$ cat config.mk
export PLATFORM = sky130hd
export DESIGN_NAME = resp_array_request_parser_top
export DESIGN_NICKNAME = d
export VERILOG_FILES = /design/src/rtl/core/rarp_pkg.sv /design/src/rtl/core/resp_array_request_parser_top.sv /design/src/rtl/core/rarp_front.sv /design/src/rtl/core/rarp_queue.sv /design/src/rtl/core/rarp_back.sv
export SDC_FILE = /design/constraint.sdc
export NUM_CORES = 1
export LEC_CHECK = 0
export BUFFER_PORTS_ARGS = -buffer_cell sky130_fd_sc_hd__buf_2
export CAP_MARGIN = 10
export CORE_ASPECT_RATIO = 0.5
export CORE_MARGIN = 2
export CORE_UTILIZATION = 30
export CTS_BUF_LIST = sky130_fd_sc_hd__clkbuf_8
export DETAILED_ROUTE_END_ITERATION = 10
export PLACE_DENSITY = 0.44
export REMOVE_ABC_BUFFERS = 1
export SLEW_MARGIN = 10
export SYNTH_ARGS = -nofsm -noshare
export SYNTH_HDL_FRONTEND = slang
export SYNTH_SLANG_ARGS = --single-unit
$ cat constraint.sdc
create_clock -name aclk -period 14.6 [get_ports aclk]
set_input_delay 2.92 -clock aclk [delete_from_list [all_inputs] [get_ports aclk]]
set_output_delay 2.92 -clock aclk [all_outputs]
set_load 0.05 [all_outputs]
$ cat src/rtl/core/rarp_pkg.sv
// ----------------------------------------------------------------------------
// rarp_pkg
// shared types and constants for the array request parser
// ----------------------------------------------------------------------------
`default_nettype none

package rarp_pkg;

    // character codes
    localparam logic [7:0] CHAR_DOLLAR = 8'h24;
    localparam logic [7:0] CHAR_CR     = 8'h0d;
    localparam logic [7:0] CHAR_ZERO   = 8'h30;
    localparam logic [7:0] CHAR_NINE   = 8'h39;

    // fixed result and configuration field widths
    localparam int IDX_W   = 4;
    localparam int OFS_W   = 16;
    localparam int CNT_W   = 5;
    localparam int CFG_W   = 5;

    // result queue
    localparam int QUEUE_DEPTH = 4;
    localparam int QUEUE_AW    = 2;

    typedef enum logic [2:0] {
        PH_IDLE       = 3'd0,
        PH_COUNT      = 3'd1,
        PH_COUNT_SKIP = 3'd2,
        PH_DOLLAR     = 3'd3,
        PH_LEN        = 3'd4,
        PH_LEN_SKIP   = 3'd5,
        PH_PAYLOAD    = 3'd6,
        PH_TRAIL      = 3'd7
    } phase_t;

    typedef enum logic [1:0] {
        KIND_ARG        = 2'd0,
        KIND_DONE       = 2'd1,
        KIND_ERROR      = 2'd2,
        KIND_INCOMPLETE = 2'd3
    } kind_t;

    // results of one byte: optional argument record, optional closing record
    typedef struct packed {
        logic              arg_vld;
        logic [IDX_W-1:0]  arg_index;
        logic [OFS_W-1:0]  arg_offset;
        logic [OFS_W-1:0]  arg_length;
        logic              tail_vld;
        kind_t             tail_kind;
        logic [CNT_W-1:0]  arg_count;
        logic [OFS_W-1:0]  total_length;
    } rec_t;

endpackage

`default_nettype wire

$ cat src/rtl/core/resp_array_request_parser_top.sv
// ----------------------------------------------------------------------------
// resp_array_request_parser_top
// array request parser: reports argument offsets and lengths, then a done, error or incomplete beat
// ----------------------------------------------------------------------------
// throughput: one byte per cycle while the record queue is not full; a byte with two results needs two output beats
// a byte's result record is written into the record queue, then loaded into the output register
// the byte rate is set by the combinational parser step (multiply by ten and check)
// reset: parser back to idle, result queue emptied, max_args set to 16
`default_nettype none

module resp_array_request_parser_top
    import rarp_pkg::*;
#(
    parameter int MAX_ARGS = 16,
    parameter int LEN_BITS = 16
) (
    input  wire logic              aclk,
    input  wire logic              aresetn,
    // configuration
    input  wire logic              cfg_wr_en,
    input  wire logic [CFG_W-1:0]  cfg_wr_data,
    // request byte beats
    input  wire logic              s_valid,
    output logic                   s_ready,
    input  wire logic [7:0]        s_data_byte,
    input  wire logic              s_end_of_data,
    // result beats
    output logic                   m_valid,
    input  wire logic              m_ready,
    output logic [1:0]             m_kind,
    output logic [IDX_W-1:0]       m_arg_index,
    output logic [OFS_W-1:0]       m_arg_offset,
    output logic [OFS_W-1:0]       m_arg_length,
    output logic [CNT_W-1:0]       m_arg_count,
    output logic [OFS_W-1:0]       m_total_length,
    output logic                   m_last
);

    localparam logic [CFG_W-1:0] MAX_ARGS_RESET = CFG_W'(16);

    // argument limit register
    logic [CFG_W-1:0] max_args_reg;

    // front to queue
    logic  accept, push, q_full, q_nonempty, pop;
    rec_t  push_rec, head;

    always_ff @(posedge aclk) begin
        if (!aresetn) begin
            max_args_reg <= MAX_ARGS_RESET;
        end else if (cfg_wr_en) begin
            max_args_reg <= cfg_wr_data;
        end
    end

    // input side stalls only when the record queue is full
    assign s_ready = !q_full;
    assign accept  = s_valid && s_ready;

    // byte parser: one state update per accepted beat
    rarp_front #(
        .MAX_ARGS (MAX_ARGS),
        .LEN_BITS (LEN_BITS)
    ) u_front (
        .aclk        (aclk),
        .aresetn     (aresetn),
        .accept      (accept),
        .data_byte   (s_data_byte),
        .end_of_data (s_end_of_data),
        .max_args    (max_args_reg),
        .push        (push),
        .rec         (push_rec)
    );

    // per-byte result records wait here while the output side stalls
    rarp_queue u_queue (
        .aclk     (aclk),
        .aresetn  (aresetn),
        .push     (push),
        .push_rec (push_rec),
        .pop      (pop),
        .full     (q_full),
        .nonempty (q_nonempty),
        .head     (head)
    );

    // sender: argument beat first, then done, error or incomplete beat
    rarp_back u_back (
        .aclk           (aclk),
        .aresetn        (aresetn),
        .q_nonempty     (q_nonempty),
        .head           (head),
        .pop            (pop),
        .m_valid        (m_valid),
        .m_ready        (m_ready),
        .m_kind         (m_kind),
        .m_arg_index    (m_arg_index),
        .m_arg_offset   (m_arg_offset),
        .m_arg_length   (m_arg_length),
        .m_arg_count    (m_arg_count),
        .m_total_length (m_total_length),
        .m_last         (m_last)
    );

endmodule

`default_nettype wire

$ cat src/rtl/core/rarp_front.sv
// ----------------------------------------------------------------------------
// rarp_front
// per-byte request parser, classifies each byte and builds its result record
// ----------------------------------------------------------------------------
`default_nettype none

module rarp_front
    import rarp_pkg::*;
#(
    parameter int MAX_ARGS = 16,
    parameter int LEN_BITS = 16
) (
    input  wire logic             aclk,
    input  wire logic             aresetn,
    input  wire logic             accept,
    input  wire logic [7:0]       data_byte,
    input  wire logic             end_of_data,
    input  wire logic [CFG_W-1:0] max_args,
    output logic                  push,
    output rec_t                  rec
);

    localparam int CW = $clog2(MAX_ARGS + 1);
    localparam int LW = LEN_BITS;
    localparam logic [LW-1:0] MAX_ARGS_L = LW'(MAX_ARGS);
    localparam logic [LW-1:0] ONE_L      = LW'(1);
    localparam logic [LW-1:0] TWO_L      = LW'(2);

    phase_t          phase_reg, phase_next;
    logic [LW-1:0]   accum_reg, accum_next;
    logic [CW-1:0]   expected_reg, expected_next;
    logic [CW-1:0]   cur_arg_reg, cur_arg_next;
    logic [LW-1:0]   left_reg, left_next;
    logic [LW-1:0]   pos_reg, pos_next;
    logic [LW-1:0]   start_reg, start_next;
    logic [LW-1:0]   size_reg, size_next;

    logic            is_cr, is_dollar, is_digit, num_ok, pos_full;
    logic [3:0]      digit;
    logic [LW+3:0]   accum_x10;
    logic [LW-1:0]   pos_inc, max_ext, limit, left_dec;
    logic [CW-1:0]   cur_arg_inc;
    logic            too_many, left_one;
    logic            err, done, emit_arg;
    logic [31:0]     idx_wide, ofs_wide, len_wide, cnt_wide, tot_wide;

    assign is_cr     = (data_byte == CHAR_CR);
    assign is_dollar = (data_byte == CHAR_DOLLAR);
    assign is_digit  = (data_byte >= CHAR_ZERO) && (data_byte <= CHAR_NINE);
    assign digit     = 4'(data_byte - CHAR_ZERO);
    assign accum_x10 = ({4'b0, accum_reg} << 3) + ({4'b0, accum_reg} << 1)
                     + {{LW{1'b0}}, digit};
    assign num_ok    = is_digit && (accum_x10[LW+3:LW] == 4'b0);
    assign pos_full  = &pos_reg;
    assign pos_inc   = pos_reg + ONE_L;
    assign max_ext   = LW'(max_args);
    assign limit     = (max_ext < MAX_ARGS_L) ? max_ext : MAX_ARGS_L;
    assign too_many  = accum_reg > limit;
    assign left_one  = (left_reg == ONE_L);
    assign left_dec  = left_reg - ONE_L;
    assign cur_arg_inc = cur_arg_reg + CW'(1);

    // byte classification
    always_comb begin
        err      = 1'b0;
        done     = 1'b0;
        emit_arg = 1'b0;
        if (phase_reg != PH_IDLE && pos_full) begin
            err = 1'b0 | 1'b1;
        end else begin
            unique case (phase_reg)
                PH_COUNT: begin
                    if (is_cr) err = too_many;
                    else       err = !num_ok;
                end
                PH_COUNT_SKIP: done = (expected_reg == '0);
                PH_DOLLAR:     err  = !is_dollar;
                PH_LEN:        err  = !is_cr && !num_ok;
                PH_TRAIL: begin
                    emit_arg = left_one;
                    done     = left_one && (cur_arg_inc >= expected_reg);
                end
                default: ;
            endcase
        end
    end

    // next phase
    always_comb begin
        phase_next = phase_reg;
        unique case (phase_reg)
            PH_IDLE:       phase_next = PH_COUNT;
            PH_COUNT:      if (is_cr) phase_next = PH_COUNT_SKIP;
            PH_COUNT_SKIP: phase_next = PH_DOLLAR;
            PH_DOLLAR:     phase_next = PH_LEN;
            PH_LEN:        if (is_cr) phase_next = PH_LEN_SKIP;
            PH_LEN_SKIP:   phase_next = (accum_reg == '0) ? PH_TRAIL : PH_PAYLOAD;
            PH_PAYLOAD:    if (left_one) phase_next = PH_TRAIL;
            PH_TRAIL:      if (left_one) phase_next = PH_DOLLAR;
            default:       phase_next = PH_IDLE;
        endcase
        if (err || done) phase_next = PH_IDLE;
    end

    // datapath and result record
    always_comb begin
        accum_next    = accum_reg;
        expected_next = expected_reg;
        cur_arg_next  = cur_arg_reg;
        left_next     = left_reg;
        pos_next      = pos_inc;
        start_next    = start_reg;
        size_next     = size_reg;
        unique case (phase_reg)
            PH_IDLE: begin
                accum_next    = '0;
                expected_next = '0;
                cur_arg_next  = '0;
                left_next     = '0;
                pos_next      = ONE_L;
                start_next    = '0;
                size_next     = '0;
            end
            PH_COUNT: begin
                if (is_cr) expected_next = accum_reg[CW-1:0];
                else       accum_next    = accum_x10[LW-1:0];
            end
            PH_COUNT_SKIP: cur_arg_next = '0;
            PH_DOLLAR:     accum_next   = '0;
            PH_LEN:        if (!is_cr) accum_next = accum_x10[LW-1:0];
            PH_LEN_SKIP: begin
                start_next = pos_inc;
                size_next  = accum_reg;
                left_next  = (accum_reg == '0) ? TWO_L : accum_reg;
            end
            PH_PAYLOAD:    left_next = left_one ? TWO_L : left_dec;
            PH_TRAIL: begin
                left_next = left_dec;
                if (left_one) cur_arg_next = cur_arg_inc;
            end
            default: ;
        endcase
        if (err || done) begin
            accum_next    = '0;
            expected_next = '0;
            cur_arg_next  = '0;
            left_next     = '0;
            pos_next      = '0;
            start_next    = '0;
            size_next     = '0;
        end
    end

    assign idx_wide = 32'(cur_arg_reg);
    assign ofs_wide = 32'(start_reg);
    assign len_wide = 32'(size_reg);
    assign cnt_wide = 32'(expected_reg);
    assign tot_wide = 32'(pos_inc);

    always_comb begin
        rec              = '0;
        rec.arg_vld      = emit_arg && !err;
        rec.arg_index    = idx_wide[IDX_W-1:0];
        rec.arg_offset   = ofs_wide[OFS_W-1:0];
        rec.arg_length   = len_wide[OFS_W-1:0];
        rec.tail_vld     = err || done || end_of_data;
        rec.tail_kind    = err ? KIND_ERROR : (done ? KIND_DONE : KIND_INCOMPLETE);
        rec.arg_count    = done ? cnt_wide[CNT_W-1:0] : '0;
        rec.total_length = done ? tot_wide[OFS_W-1:0] : '0;
    end

    assign push = accept && (rec.arg_vld || rec.tail_vld);

    always_ff @(posedge aclk) begin
        if (!aresetn) begin
            phase_reg    <= PH_IDLE;
            accum_reg    <= '0;
            expected_reg <= '0;
            cur_arg_reg  <= '0;
            left_reg     <= '0;
            pos_reg      <= '0;
            start_reg    <= '0;
            size_reg     <= '0;
        end else if (accept) begin
            phase_reg    <= phase_next;
            accum_reg    <= accum_next;
            expected_reg <= expected_next;
            cur_arg_reg  <= cur_arg_next;
            left_reg     <= left_next;
            pos_reg      <= pos_next;
            start_reg    <= start_next;
            size_reg     <= size_next;
        end
    end

endmodule

`default_nettype wire

$ cat src/rtl/core/rarp_queue.sv
// ----------------------------------------------------------------------------
// rarp_queue
// short record queue between parser and result sender
// ----------------------------------------------------------------------------
`default_nettype none

module rarp_queue
    import rarp_pkg::*;
(
    input  wire logic aclk,
    input  wire logic aresetn,
    input  wire logic push,
    input  wire rec_t push_rec,
    input  wire logic pop,
    output logic      full,
    output logic      nonempty,
    output rec_t      head
);

    rec_t                entry_reg [QUEUE_DEPTH];
    logic [QUEUE_AW-1:0] wr_ptr_reg, rd_ptr_reg;
    logic [QUEUE_AW:0]   count_reg, count_next;

    assign full     = (count_reg == (QUEUE_AW+1)'(QUEUE_DEPTH));
    assign nonempty = (count_reg != '0);
    assign head     = entry_reg[rd_ptr_reg];

    always_comb begin
        count_next = count_reg;
        if (push && !pop)      count_next = count_reg + 1'b1;
        else if (pop && !push) count_next = count_reg - 1'b1;
    end

    always_ff @(posedge aclk) begin
        if (push) entry_reg[wr_ptr_reg] <= push_rec;
    end

    always_ff @(posedge aclk) begin
        if (!aresetn) begin
            wr_ptr_reg <= '0;
            rd_ptr_reg <= '0;
            count_reg  <= '0;
        end else begin
            if (push) wr_ptr_reg <= wr_ptr_reg + 1'b1;
            if (pop)  rd_ptr_reg <= rd_ptr_reg + 1'b1;
            count_reg <= count_next;
        end
    end

endmodule

`default_nettype wire

$ cat src/rtl/core/rarp_back.sv
// ----------------------------------------------------------------------------
// rarp_back
// result sender, splits each record into beats behind an output register
// ----------------------------------------------------------------------------
`default_nettype none

module rarp_back
    import rarp_pkg::*;
(
    input  wire logic              aclk,
    input  wire logic              aresetn,
    input  wire logic              q_nonempty,
    input  wire rec_t              head,
    output logic                   pop,
    output logic                   m_valid,
    input  wire logic              m_ready,
    output logic [1:0]             m_kind,
    output logic [IDX_W-1:0]       m_arg_index,
    output logic [OFS_W-1:0]       m_arg_offset,
    output logic [OFS_W-1:0]       m_arg_length,
    output logic [CNT_W-1:0]       m_arg_count,
    output logic [OFS_W-1:0]       m_total_length,
    output logic                   m_last
);

    logic              valid_reg;
    logic              sent_reg, sent_next;
    logic              load, send_arg;
    kind_t             kind_reg;
    logic [IDX_W-1:0]  idx_reg;
    logic [OFS_W-1:0]  ofs_reg, len_reg, tot_reg;
    logic [CNT_W-1:0]  cnt_reg;
    logic              last_reg;

    assign load     = q_nonempty && (!valid_reg || m_ready);
    assign send_arg = head.arg_vld && !sent_reg;
    assign pop      = load && (!send_arg || !head.tail_vld);

    always_comb begin
        sent_next = sent_reg;
        if (load) sent_next = send_arg && head.tail_vld;
    end

    always_ff @(posedge aclk) begin
        if (!aresetn) begin
            valid_reg <= 1'b0;
            sent_reg  <= 1'b0;
        end else begin
            sent_reg <= sent_next;
            if (load)         valid_reg <= 1'b1;
            else if (m_ready) valid_reg <= 1'b0;
        end
    end

    // beat payload
    always_ff @(posedge aclk) begin
        if (load) begin
            if (send_arg) begin
                kind_reg <= KIND_ARG;
                idx_reg  <= head.arg_index;
                ofs_reg  <= head.arg_offset;
                len_reg  <= head.arg_length;
                cnt_reg  <= '0;
                tot_reg  <= '0;
                last_reg <= !head.tail_vld;
            end else begin
                kind_reg <= head.tail_kind;
                idx_reg  <= '0;
                ofs_reg  <= '0;
                len_reg  <= '0;
                cnt_reg  <= head.arg_count;
                tot_reg  <= head.total_length;
                last_reg <= 1'b1;
            end
        end
    end

    assign m_valid        = valid_reg;
    assign m_kind         = kind_reg;
    assign m_arg_index    = idx_reg;
    assign m_arg_offset   = ofs_reg;
    assign m_arg_length   = len_reg;
    assign m_arg_count    = cnt_reg;
    assign m_total_length = tot_reg;
    assign m_last         = last_reg;

endmodule

`default_nettype wire
# Word level (Yosys, flattened, before mapping)

Memories as Yosys holds them, arrays and structs flattened. A register that Yosys moved wholly into a read port is not among the register bits.
Index checks and enable logic that the tools add are counted.

Reductions and logical operators: 53
Add/subtract/negate cells: 10
Muxes and demuxes: 46
Equal/unequal tests: 16
$lt $le $gt $ge: 5

Operators by type and width:

| cell                  | number |
|---|---|
| $mux 16               | 10 |
| $pmux 16 s2           | 3 |
| $pmux 16 s4           | 1 |
| $mux 5                | 6 |
| $pmux 3 s8            | 1 |
| $mux 3                | 7 |
| $add 19x17->20        | 1 |
| $add 20x4->20         | 1 |
| $pmux 5 s2            | 2 |
| $reduce_bool 3->1     | 6 |
| $add 16x1->16 const B | 1 |
| $eq 16x1->1 const B   | 1 |
| $gt 16x16->1          | 1 |
| $logic_not 16->1      | 1 |
| $reduce_and 16->1     | 1 |
| $sub 16x1->16 const B | 1 |
| $eq 3x3->1 const B    | 5 |
| $logic_and 1x1->1     | 14 |
| $ne 3x1->1 const B    | 4 |
| $logic_not 1->1       | 11 |
| $mux 1                | 10 |
| $reduce_and 3->1      | 3 |
| $eq 8x4->1 const B    | 1 |
| $eq 8x6->1 const B    | 1 |
| other kinds (24)      | 37 |

Word-level logic and storage cells: 152
Bits in registers: 167
Output and inout port bits: 62
Bits in writable memories: 244
Memories: 1

Memory list:

| name              | words | width | rd ports | clocked after memory_dff | write ports | line             | source |
|---|---|---|---|---|---|---|---|
| u_queue.entry_reg | 4     | 61    | 1        | 1                        | 1           | rarp_queue.sv:20 | `rec_t entry_reg [QUEUE_DEPTH];` |

# Depth between registers and ports, before layout

Gate-level depths: netlist (run 1).

Depth in word-level cells: 16
Mapped depth: 21

# Modules after synthesis

From an unflattened synthesis (run 1), not the netlist that was laid out.

Cell total of the unflattened synthesis: 1248
Area total of the unflattened synthesis: 17798.3 um2

By module, submodules not included:

| module                        | instances | cells each | area an instance (um2) |
|---|---|---|---|
| rarp_queue                    | 1         | 362        | 9316.4 |
| rarp_front                    | 1         | 730        | 5960.7 |
| rarp_back                     | 1         | 138        | 2321.0 |
| resp_array_request_parser_top | 1         | 18         | 200.2 |

# Worst setup path before layout (run 1)

OpenSTA, ideal clock, no wires.

Kind: input-to-reg
Start point: in m_ready
End point: reg u_queue.count_reg[2]
Buffers on the path: 0
Setup time: 0.071 ns
Cell stages on the path: 9
Data arrival time: 7.497 ns
Path slack: 7.032 ns
Cells stage by stage: inv_1 -> a21oi_1 -> nand2_1 -> ha_1 -> inv_1 -> fa_1 -> xor2_1 -> or3_1 -> a21oi_1

Cells in the longest elaborated chain, start to end: 6

Ends and longest elaborated chain:

| item                                        | line                                | source |
|---|---|---|
| from (decl)                                 | resp_array_request_parser_top.sv:29 | `input wire logic m_ready,` |
| $logic_or 1x1->1 *                          | rarp_back.sv:35                     | `assign load = q_nonempty && (!valid_reg \|\| m_ready);` |
| $logic_and 1x1->1 *                         | rarp_back.sv:35                     |  |
| named net u_back.load                       | rarp_back.sv:28                     | `logic load, send_arg;` |
| $logic_and 1x1->1 *                         | rarp_back.sv:37                     | `assign pop = load && (!send_arg \|\| !head.tail_vld);` |
| $logic_not 1->1                             | rarp_queue.sv:30                    | `if (push && !pop) count_next = count_reg + 1'b1;` |
| $logic_and 1x1->1                           | rarp_queue.sv:30                    |  |
| $mux 3 or $reduce_bool 2->1 (tied branches) | -                                   |  |
| to (signal assigned)                        | rarp_queue.sv:46                    | `count_reg <= count_next;` |
| to (decl)                                   | rarp_queue.sv:22                    | `logic [QUEUE_AW:0] count_reg, count_next;` |

Mark *: on every way through the listed nets, which the timed path passes. The rest lies on a longest branch.
A chain may end at the register's enable or synchronous reset.

# Worst setup path in the final report (run 1)

Start point: in s_data_byte[3]
End point: mem u_queue.entry_reg[3][3] in the netlist's numbering, enable pin

Cells in the longest elaborated chain, start to end: 14

Ends and longest elaborated chain:

| item                                                  | line                                 | source |
|---|---|---|
| from (decl)                                           | resp_array_request_parser_top.sv:25  | `input wire logic [7:0] s_data_byte,` |
| $sub 4x1->4                                           | rarp_front.sv:50                     | `assign digit = 4'(data_byte - CHAR_ZERO);` |
| $add 20x4->20                                         | rarp_front.sv:52                     | `+ {{LW{1'b0}}, digit};` |
| $logic_not 4->1                                       | rarp_front.sv:53                     | `assign num_ok = is_digit && (accum_x10[LW+3:LW] == 4'b0);` |
| $logic_and 1x1->1                                     | rarp_front.sv:53                     |  |
| $logic_not 1->1                                       | rarp_front.sv:74, rarp_front.sv:78   |  |
| $mux 1 or $logic_and 1x1->1 (tied branches)           | rarp_front.sv:73, rarp_front.sv:78   |  |
| $pmux 1 s3 *                                          | rarp_front.sv:71                     | `unique case (phase_reg)` |
| $mux 1 *                                              | rarp_front.sv:68                     | `if (phase_reg != PH_IDLE && pos_full) begin` |
| $logic_not 1->1 or $logic_or 1x1->1 (tied branches)   | rarp_front.sv:162, rarp_front.sv:166 |  |
| $logic_and 1x1->1 or $logic_or 1x1->1 (tied branches) | rarp_front.sv:162, rarp_front.sv:166 |  |
| $logic_or 1x1->1 *                                    | rarp_front.sv:172                    | `assign push = accept && (rec.arg_vld \|\| rec.tail_vld);` |
| $logic_and 1x1->1 *                                   | rarp_front.sv:172                    |  |
| $mux 1 *                                              | rarp_queue.sv:35                     | `if (push) entry_reg[wr_ptr_reg] <= push_rec;` |
| $mux 1 (implied by the code) *                        | rarp_queue.sv:35                     |  |
| to (decl)                                             | rarp_queue.sv:20                     |  |

Every way passes the cells marked *; elsewhere a longest branch is shown, timed or not.

==> impl_metrics.csv, run 1 <==
group,metric,value,unit
detailed_routing,wl_per_cell,19.89,microns
sta,hold_ws,494.6,ps
global_route,grt_antenna_before_repair,2,
sta,finalCritPeriodShare,49.06,%
detailed_routing,dr.first_iter.drc_count,728,
global_route,grt_remaining_overflow,0,
critical_path,required,14820,ps
clocking,ctsHtreeMaxLevel,3,
critical_path,worst_path_largest_cell_delay,730,ps
logic_synthesis,synth_edf_count,304,
clocking,cts.sinks,413,
sta,setup_viol,0,
logic_synthesis,synth_ff_type,"edfxtp_1",
finish,area_growth,14.05,%
global_route,grt_pass1_vias,10769,
global_route,grt_max_degree,63,
logic_synthesis,mappedNetlistArea,0.01742,sq mm
sta,maxSlewHeadroom,30.44,%
sta,hold_viol,0,
run,maxCapViolations,0,
detailed_routing,dr_total_vias,10379,
clocking,holdBufCountCts,0,
clocking,post_cts_buffers,0,
detailed_routing,vias_per_cell,4.905,
critical_path,critPathBufInv,4,
pwr,p_per_area,165.5,mW/mm^2
critical_path,path_delay_family,"compound AO/OA/AOI/OAI gates",
sta,fmax,0.1396,GHz
floorplanning,die_h,174.4,microns
finish,fillers,5616,
finish,layout-drive-gt1-share,20.19,%
logic_synthesis,yosysSeqAreaShare,64.95,%
clocking,cts_resized,0,
run_status,status,"finished clean",
detailed_routing,antenna_left,0,
sta,fin_crit,7162,ps
sta,grt_setup_unrepaired,"no",
clocking,root_buffer,"clkbuf_8",
detailed_routing,remaining_drc_errors,0,
critical_path,critPathArrivalTime,7380,ps
clocking,numCtsBuffers,67,
floorplanning,start_util,30.34,%
global_route,grt_pass1_wl,65.32,mm
logic_synthesis,synthArstFlopShare,0,%
critical_path,cp_slowest_cell,"buf_4",
placed_design,hpwl,25.27,mm
global_route,track_usage,14.31,%
sta,worst_slew_pin_slew,1043,ps
sta,finalClockSkew,19.99,ps
pwr,p_leak,0.007280,uW
clocking,clkTransAtPathRegs,60,ps
floorplanning,core_area,0.05741,sq mm
logic_synthesis,syn_area_per_cell,14.56,sq um
finish,regArea,0.01132,sq mm
sta,report.final.slew_viol_count,0,
clocking,clock_latency,610,ps
critical_path,crit_chain,"buf_2 > inv_1 > fa_1 > inv_1 > fa_1 > a21o_1 > nand4_1 > a211oi_1 > o31a_1 > o221a_2 > a31oi_4 > or2_1 > o31a_1 > and2_2 > buf_4",
logic_synthesis,postSynthRegisterBits,413,
finish,nets,1368,
placed_design,portBuffers,80,
placed_design,gp_congestion,0.8073,
hold_path,hold_class,"reg2reg",
floorplanning,die_x,344.7,microns
clocking,cts_tree,"yes",
detailed_routing,wirelength,42.09,mm
logic_synthesis,yosysUniqueCellTypes,65,
critical_path,critical_path_class,"in2reg",
finish,multi_input_area,0.005759,sq mm
clocking,clockBufferDepth,3,
critical_path,crit_path_start_kind,"input pin",
floorplanning,ioPinCount,81,
floorplanning,dieArea,0.06011,sq mm
pwr,vdd_drop_max,0.09955,mV
finish,largest_reg_flops,244,
critical_path,worst_setup_path_end_kind,"register",
critical_path,critPathMaxFanout,61,
logic_synthesis,synthCells,1196,
logic_synthesis,synth_warnings,0,
detailed_routing,dr.pass1.iters,5,
sta,final.setup.tns,0,ps
floorplanning,rows,62,
-- cell usage in the layout, fill, tap and decap left out, types with 6 or more instances in the layout --
master / count
edfxtp_1: 304
dfxtp_1: 107
buf_2: 80
clkbuf_8: 72
nor2_1: 66
nand2_1: 65
mux4_2: 61
inv_1: 54
ha_1: 50
and3_1: 46
o21ai_0: 43
a22o_1: 40
and2_1: 32
a21oi_1: 31
nand3_1: 28
xor2_1: 27
a22oi_1: 21
xnor2_1: 17
nor3_1: 16
buf_4: 16
a21o_1: 13
nor4_1: 12
clkinv_1: 11
o2bb2ai_2: 10
or3_1: 9
mux2i_1: 9
o2bb2ai_1: 9
nand2b_1: 7
or4_1: 7
nand4_1: 6
o31ai_1: 6
-- cell type report --
type / count / area share, %
flip-flops and latches: 413 / 56.97
multi-input cells: 691 / 29.00
clock buffers: 72 / 4.989
well taps: 768 / 4.838
repair buffers: 96 / 2.621
clock inverters: 48 / 1.058
inverters: 27 / 0.5103
diodes: 1 / 0.01260
-- routing by layer --
metal  track usage (%)  share of wire (%)  wire, microns
met2             22.19                 46          19170
met5                 0                  0              0
met3             2.997                4.4           1840
met4             4.924                2.8           1168
met1             19.89                 47          19910
-- synth_stat cells, types with 8 or more instances --
| master | instances | area [sq um] |
|---|---|---|
| buf_2 | 8 | 40.04 |
| nor2_1 | 66 | 247.7 |
| inv_1 | 26 | 97.59 |
| o2bb2ai_1 | 9 | 78.83 |
| clkbuf_1 | 48 | 180.2 |
| or3_1 | 9 | 56.30 |
| a21oi_1 | 32 | 160.2 |
| o21ai_0 | 43 | 215.2 |
| and3_1 | 46 | 287.8 |
| edfxtp_1 | 304 | 9129 |
| a22oi_1 | 21 | 157.7 |
| mux4_2 | 61 | 1374 |
| ha_1 | 50 | 625.6 |
| nor4_1 | 12 | 75.07 |
| and2_1 | 36 | 225.2 |
| a22o_1 | 40 | 350.3 |
| mux2i_1 | 9 | 90.09 |
| nor3_1 | 17 | 85.08 |
| xor2_1 | 27 | 236.5 |
| dfxtp_1 | 109 | 2182 |
| nand2_1 | 65 | 244.0 |
| a21o_1 | 13 | 97.59 |
| o2bb2ai_2 | 10 | 150.1 |
| xnor2_1 | 17 | 148.9 |
| nand3_1 | 28 | 140.1 |
-- metrics by stage --
stage | util [%] | instance area [sq um] | std cells | total power (uW) | setup WS, ps
final | 34.60 | 19860 | 2116 | 3287 | 7438
after global placement | 32.49 | 18650 | 1994 | 2402 | 6890
after CTS | 34.58 | 19850 | 2114 | 3353 | 7465
after global routing | 34.59 | 19860 | 2115 | 3456 | 7146
after detailed placement | 32.49 | 18650 | 1994 | 2418 | 6813
after floorplan | - | 17150 | 1131 | 2172 | 6929
-- tightest hold or removal path: stages, from the launching register on --
cell	delay [ps]
dfxtp_1	330
nand2_1	50
o21ai_0	60
-- report_power, final --
part           switching (uW)  internal (uW)
Combinational             626            240
Sequential               55.9           1440
Clock                     463            457
-- logic make-up after synthesis --
family,share of synthesized area [%]
buf+inv,2.105
flops,64.95
xor+xnor,2.213
fa+ha+maj,3.937
compound gates,8.866
simple gates,9.527
mux,8.406
-- path summary, 6_finish.rpt --
check | slack (ps) | start | endpoint | depth (start not counted)
hold / removal | 490 | u_front.left_reg[14] | u_front.left_reg[14] | 2
hold reg to reg | 490 | u_front.left_reg[14] | u_front.left_reg[14] | 2
setup / recovery | 7440 | s_data_byte[3] | u_queue.entry_reg[3][3] | 15
setup reg to reg | 9140 | u_front.accum_reg[2] | u_queue.entry_reg[3][3] | 14
No activity file was read; power rests on OpenSTA's default activity.
==> inputs of run 2 (changes only) <==
--- a/config.mk
+++ b/config.mk
@@ -5,6 +5,7 @@
 export SDC_FILE = /design/constraint.sdc
 export NUM_CORES = 1
 export LEC_CHECK = 0
+export ABC_AREA = 1
 export BUFFER_PORTS_ARGS = -buffer_cell sky130_fd_sc_hd__buf_2
 export CAP_MARGIN = 10
 export CORE_ASPECT_RATIO = 0.5
==> constraint.sdc (replaced) <==
create_clock -name aclk -period 6.7 [get_ports aclk]
set_input_delay 1.34 -clock aclk [delete_from_list [all_inputs] [get_ports aclk]]
set_output_delay 1.34 -clock aclk [all_outputs]
set_load 0.05 [all_outputs]
==> run 2 against run 1 <==
Effect of this change:
- sequential power rose to 2.6 times the previous value
- sequential share of layout area is 2.5 points lower
- via count rose by 25%
- power grew to 3.0 times the previous value
- core utilization rose by 0.17 points
- count of clock-buffer cells in the layout increased by 1
- wire length increased by 11%
- global-route usage increased by 0.43 points
- non-clock buffer count is 4 higher
- combinational power increased to 4.5 times the previous value
- first-iteration DRC count increased by 23%
- cell count rose by 33%
- largest power group unchanged
==> impl_metrics.csv, run 2 <==
group,metric,value,unit
placed_design,portBuffers,80,
critical_path,cp-startpoint,"s_data_byte[3]",
critical_path,critPathMaxFanout,36,
critical_path,cp_common_cell,"nand2_1",
logic_synthesis,synth_most_common_cell,"nor2_1",
floorplanning,ioPinCount,81,
critical_path,critPathBufInv,4,
critical_path,critPathArrivalTime,5570,ps
detailed_routing,wirelength,46.72,mm
sta,fin_crit,5041,ps
logic_synthesis,synth_compound_gate_area_share,10.82,%
critical_path,cp_slowest_cell,"fa_1",
run_status,status,"finished clean",
sta,fmax,0.1984,GHz
placed_design,hpwl,28.51,mm
logic_synthesis,synth_warnings,0,
critical_path,crit_chain,"buf_2 > inv_1 > fa_1 > inv_1 > fa_1 > nand2_1 > nand2_1 > nand3_1 > nand2_1 > nand2_1 > nand2_1 > nand2_1 > nand2_1 > nor2_1 > nand2_1 > nand2_2 > nand3_4 > nor2_4 > nand2_1 > nand2_1 > buf_4 > nand2_1 > a21oi_1",
placed_design,dp.cells,2696,
finish,layout-drive-gt1-share,10.89,%
critical_path,r2r_end,"u_front.start_reg[10]",
critical_path,worst_path_largest_cell_delay,530,ps
global_route,grt_antenna_before_repair,0,
hold_path,min_from,"u_queue.rd_ptr_reg[1]",
sta,setup_viol,0,
critical_path,crit_path_start_kind,"input pin",
logic_synthesis,synth.top_cell.area_share,49.95,%
critical_path,reg2reg_slack,1850,ps
floorplanning,start_util,30.59,%
critical_path,worst_setup_path_end_kind,"register",
logic_synthesis,synth_top_family_by_area,"simple AND/OR/NAND/NOR gates",
finish,layout_commonest_cell,"nor2_1",
floorplanning,core_area,0.05975,sq mm
clocking,numCtsBuffers,66,
detailed_routing,dr.pass1.iters,7,
finish,multi_input_area,0.006092,sq mm
finish,fin_util,34.77,%
sta,report.final.slew_viol_count,0,
logic_synthesis,postSynthRegisterBits,413,
logic_synthesis,yosysUniqueCellTypes,49,
logic_synthesis,mappedNetlistArea,0.01828,sq mm
critical_path,r2r_start,"u_front.accum_reg[0]",
finish,area_growth,13.67,%
critical_path,path_delay_family,"simple AND/OR/NAND/NOR gates",
global_route,grt_pass1_vias,12590,
clocking,ctsHtreeMaxLevel,3,
clocking,holdBufCountCts,0,
detailed_routing,remaining_drc_errors,0,
detailed_routing,dr_wl_met2,20.16,mm
logic_synthesis,synth_edf_count,304,
detailed_routing,wl_met3,1.950,mm
logic_synthesis,yosysSeqAreaShare,61.89,%
pwr,vdd_drop_max,0.1509,mV
detailed_routing,antenna_left,0,
clocking,clock_latency,610,ps
clocking,cts_resized,0,
placed_design,dp_slack,1043,ps
detailed_routing,highest_layer,"met4",
hold_path,worst_hold_path.num_cells,2,
logic_synthesis,synthMuxAreaShare,0,%
pwr,p_leak,0.008132,uW
sta,worst_slew_pin_slew,1068,ps
logic_synthesis,synth-simple-area-share,16.94,%
finish,fillers,6177,
sta,finalClockSkew,18.59,ps
logic_synthesis,synth_common_cells,"399 x nor2_1, 304 x edfxtp_1, 245 x nand2_1",
logic_synthesis,synthAdderAreaFrac,3.752,%
global_route,grt_remaining_overflow,0,
logic_synthesis,syn_area_per_cell,9.794,sq um
finish,diodes,0,
clocking,cts.sinks,413,
detailed_routing,wl_per_cell,16.61,microns
detailed_routing,dr.first_iter.drc_count,899,
placed_design,gp_congestion,0.7867,
detailed_routing,vias_per_cell,4.620,
pwr,p_per_area,474.0,mW/mm^2
clocking,clkTransAtPathRegs,60,ps
floorplanning,die_x,353.0,microns
detailed_routing,m1WireLength,23.83,mm
logic_synthesis,synthTopCellsByArea,"edfxtp_1 50%, dfxtp_1 12%, nor2_1 8.2%",
finish,stdcell_count,2813,
hold_path,hold_class,"reg2reg",
finish,regArea,0.01132,sq mm
detailed_routing,dr_total_vias,12995,
sta,hold_viol,0,
global_route,track_usage,14.74,%
floorplanning,rows,63,
sta,maxSlewHeadroom,28.74,%
logic_synthesis,synth_xor_area_share,1.582,%
global_route,grt_pass1_wl,72.47,mm
clocking,root_buffer,"clkbuf_8",
logic_synthesis,synth_ff_type,"edfxtp_1",
floorplanning,dieArea,0.06303,sq mm
logic_synthesis,synthCells,1866,
floorplanning,die_h,178.5,microns
critical_path,reg2reg_depth,22,
run,maxCapViolations,0,
sta,finalCritPeriodShare,75.24,%
finish,layout_common_cells,"395 x nor2_1, 304 x edfxtp_1, 245 x nand2_1, 198 x o21ai_0, 178 x inv_1",
clocking,clockBufferDepth,3,
logic_synthesis,synthArstFlopShare,0,%
finish,nets,2024,
critical_path,critical_path_class,"in2reg",
logic_synthesis,synth_largest_area_cell,"edfxtp_1",
sta,setup_ws,1659,ps
sta,grt_setup_unrepaired,"no",
global_route,grt_max_degree,78,
finish,largest_reg_flops,244,
clocking,post_cts_buffers,0,
clocking,cts_tree,"yes",
critical_path,required,7230,ps
## run 2: cell families (layout without fill, tap and decap cells)
group / count (synthesis) / count (layout)
compound gates: 371 / 371
xor+xnor: 33 / 33
fa+ha+maj: 53 / 53
buf+inv: 235 / 370
flops: 413 / 413
simple gates: 761 / 761
## run 2: tightest hold or removal path, delay by kind of cell (launching register included)
| family | cells | cell delay, ps |
|---|---|---|
| buf+inv | 1 | 60 |
| flops | 1 | 290 |
| compound gates | 1 | 70 |
## run 2: how the worst max path moves through the flow
stage,cells after the start,to,slack [ps]
after floorplan,19,u_queue.entry_reg[0][0],-140
after global placement,23,u_front.start_reg[14],1100
after detailed placement,23,u_front.start_reg[3],1040
after CTS,23,u_front.start_reg[10],1680
after global routing,23,u_front.start_reg[9],1210
final,23,u_front.start_reg[10],1660
## run 2: per-layer routing
| metal | vias up | global-route usage (%) |
|---|---|---|
| met5 | - | 0 |
| met4 | 0 | 3.901 |
| met3 | 68 | 2.895 |
| met2 | 211 | 22.57 |
| met1 | 6199 | 21.24 |
| li1 | 6517 | - |
## run 2: stage by stage
step | total power (uW) | hold slack (ps) | setup TNS, ps | area (sq um)
after floorplan | 6683 | 429.7 | -34630 | 17930
after global placement | 7956 | 450.8 | 0 | 19590
after detailed placement | 7954 | 456.6 | 0 | 19590
after CTS | 9990 | 463.9 | 0 | 20770
after global routing | 10560 | 493.3 | 0 | 20770
final | 9847 | 462.8 | 0 | 20770
## run 2: final cells by class
cell class | instances | share of cell area [%]
clock buffer | 73 | 4.836
clock inverter | 44 | 0.8733
timing repair buffer | 100 | 2.831
sequential | 413 | 54.47
multi-input combinational | 1218 | 29.33
tap | 812 | 4.891
inverter | 153 | 2.771
## run 2: power by group
part / switching, uW / total, uW / internal, uW
logic: 2920 / 3920 / 994
clock network: 1000 / 2000 / 999
registers: 368 / 3930 / 3560
total: 4290 / 9850 / 5560
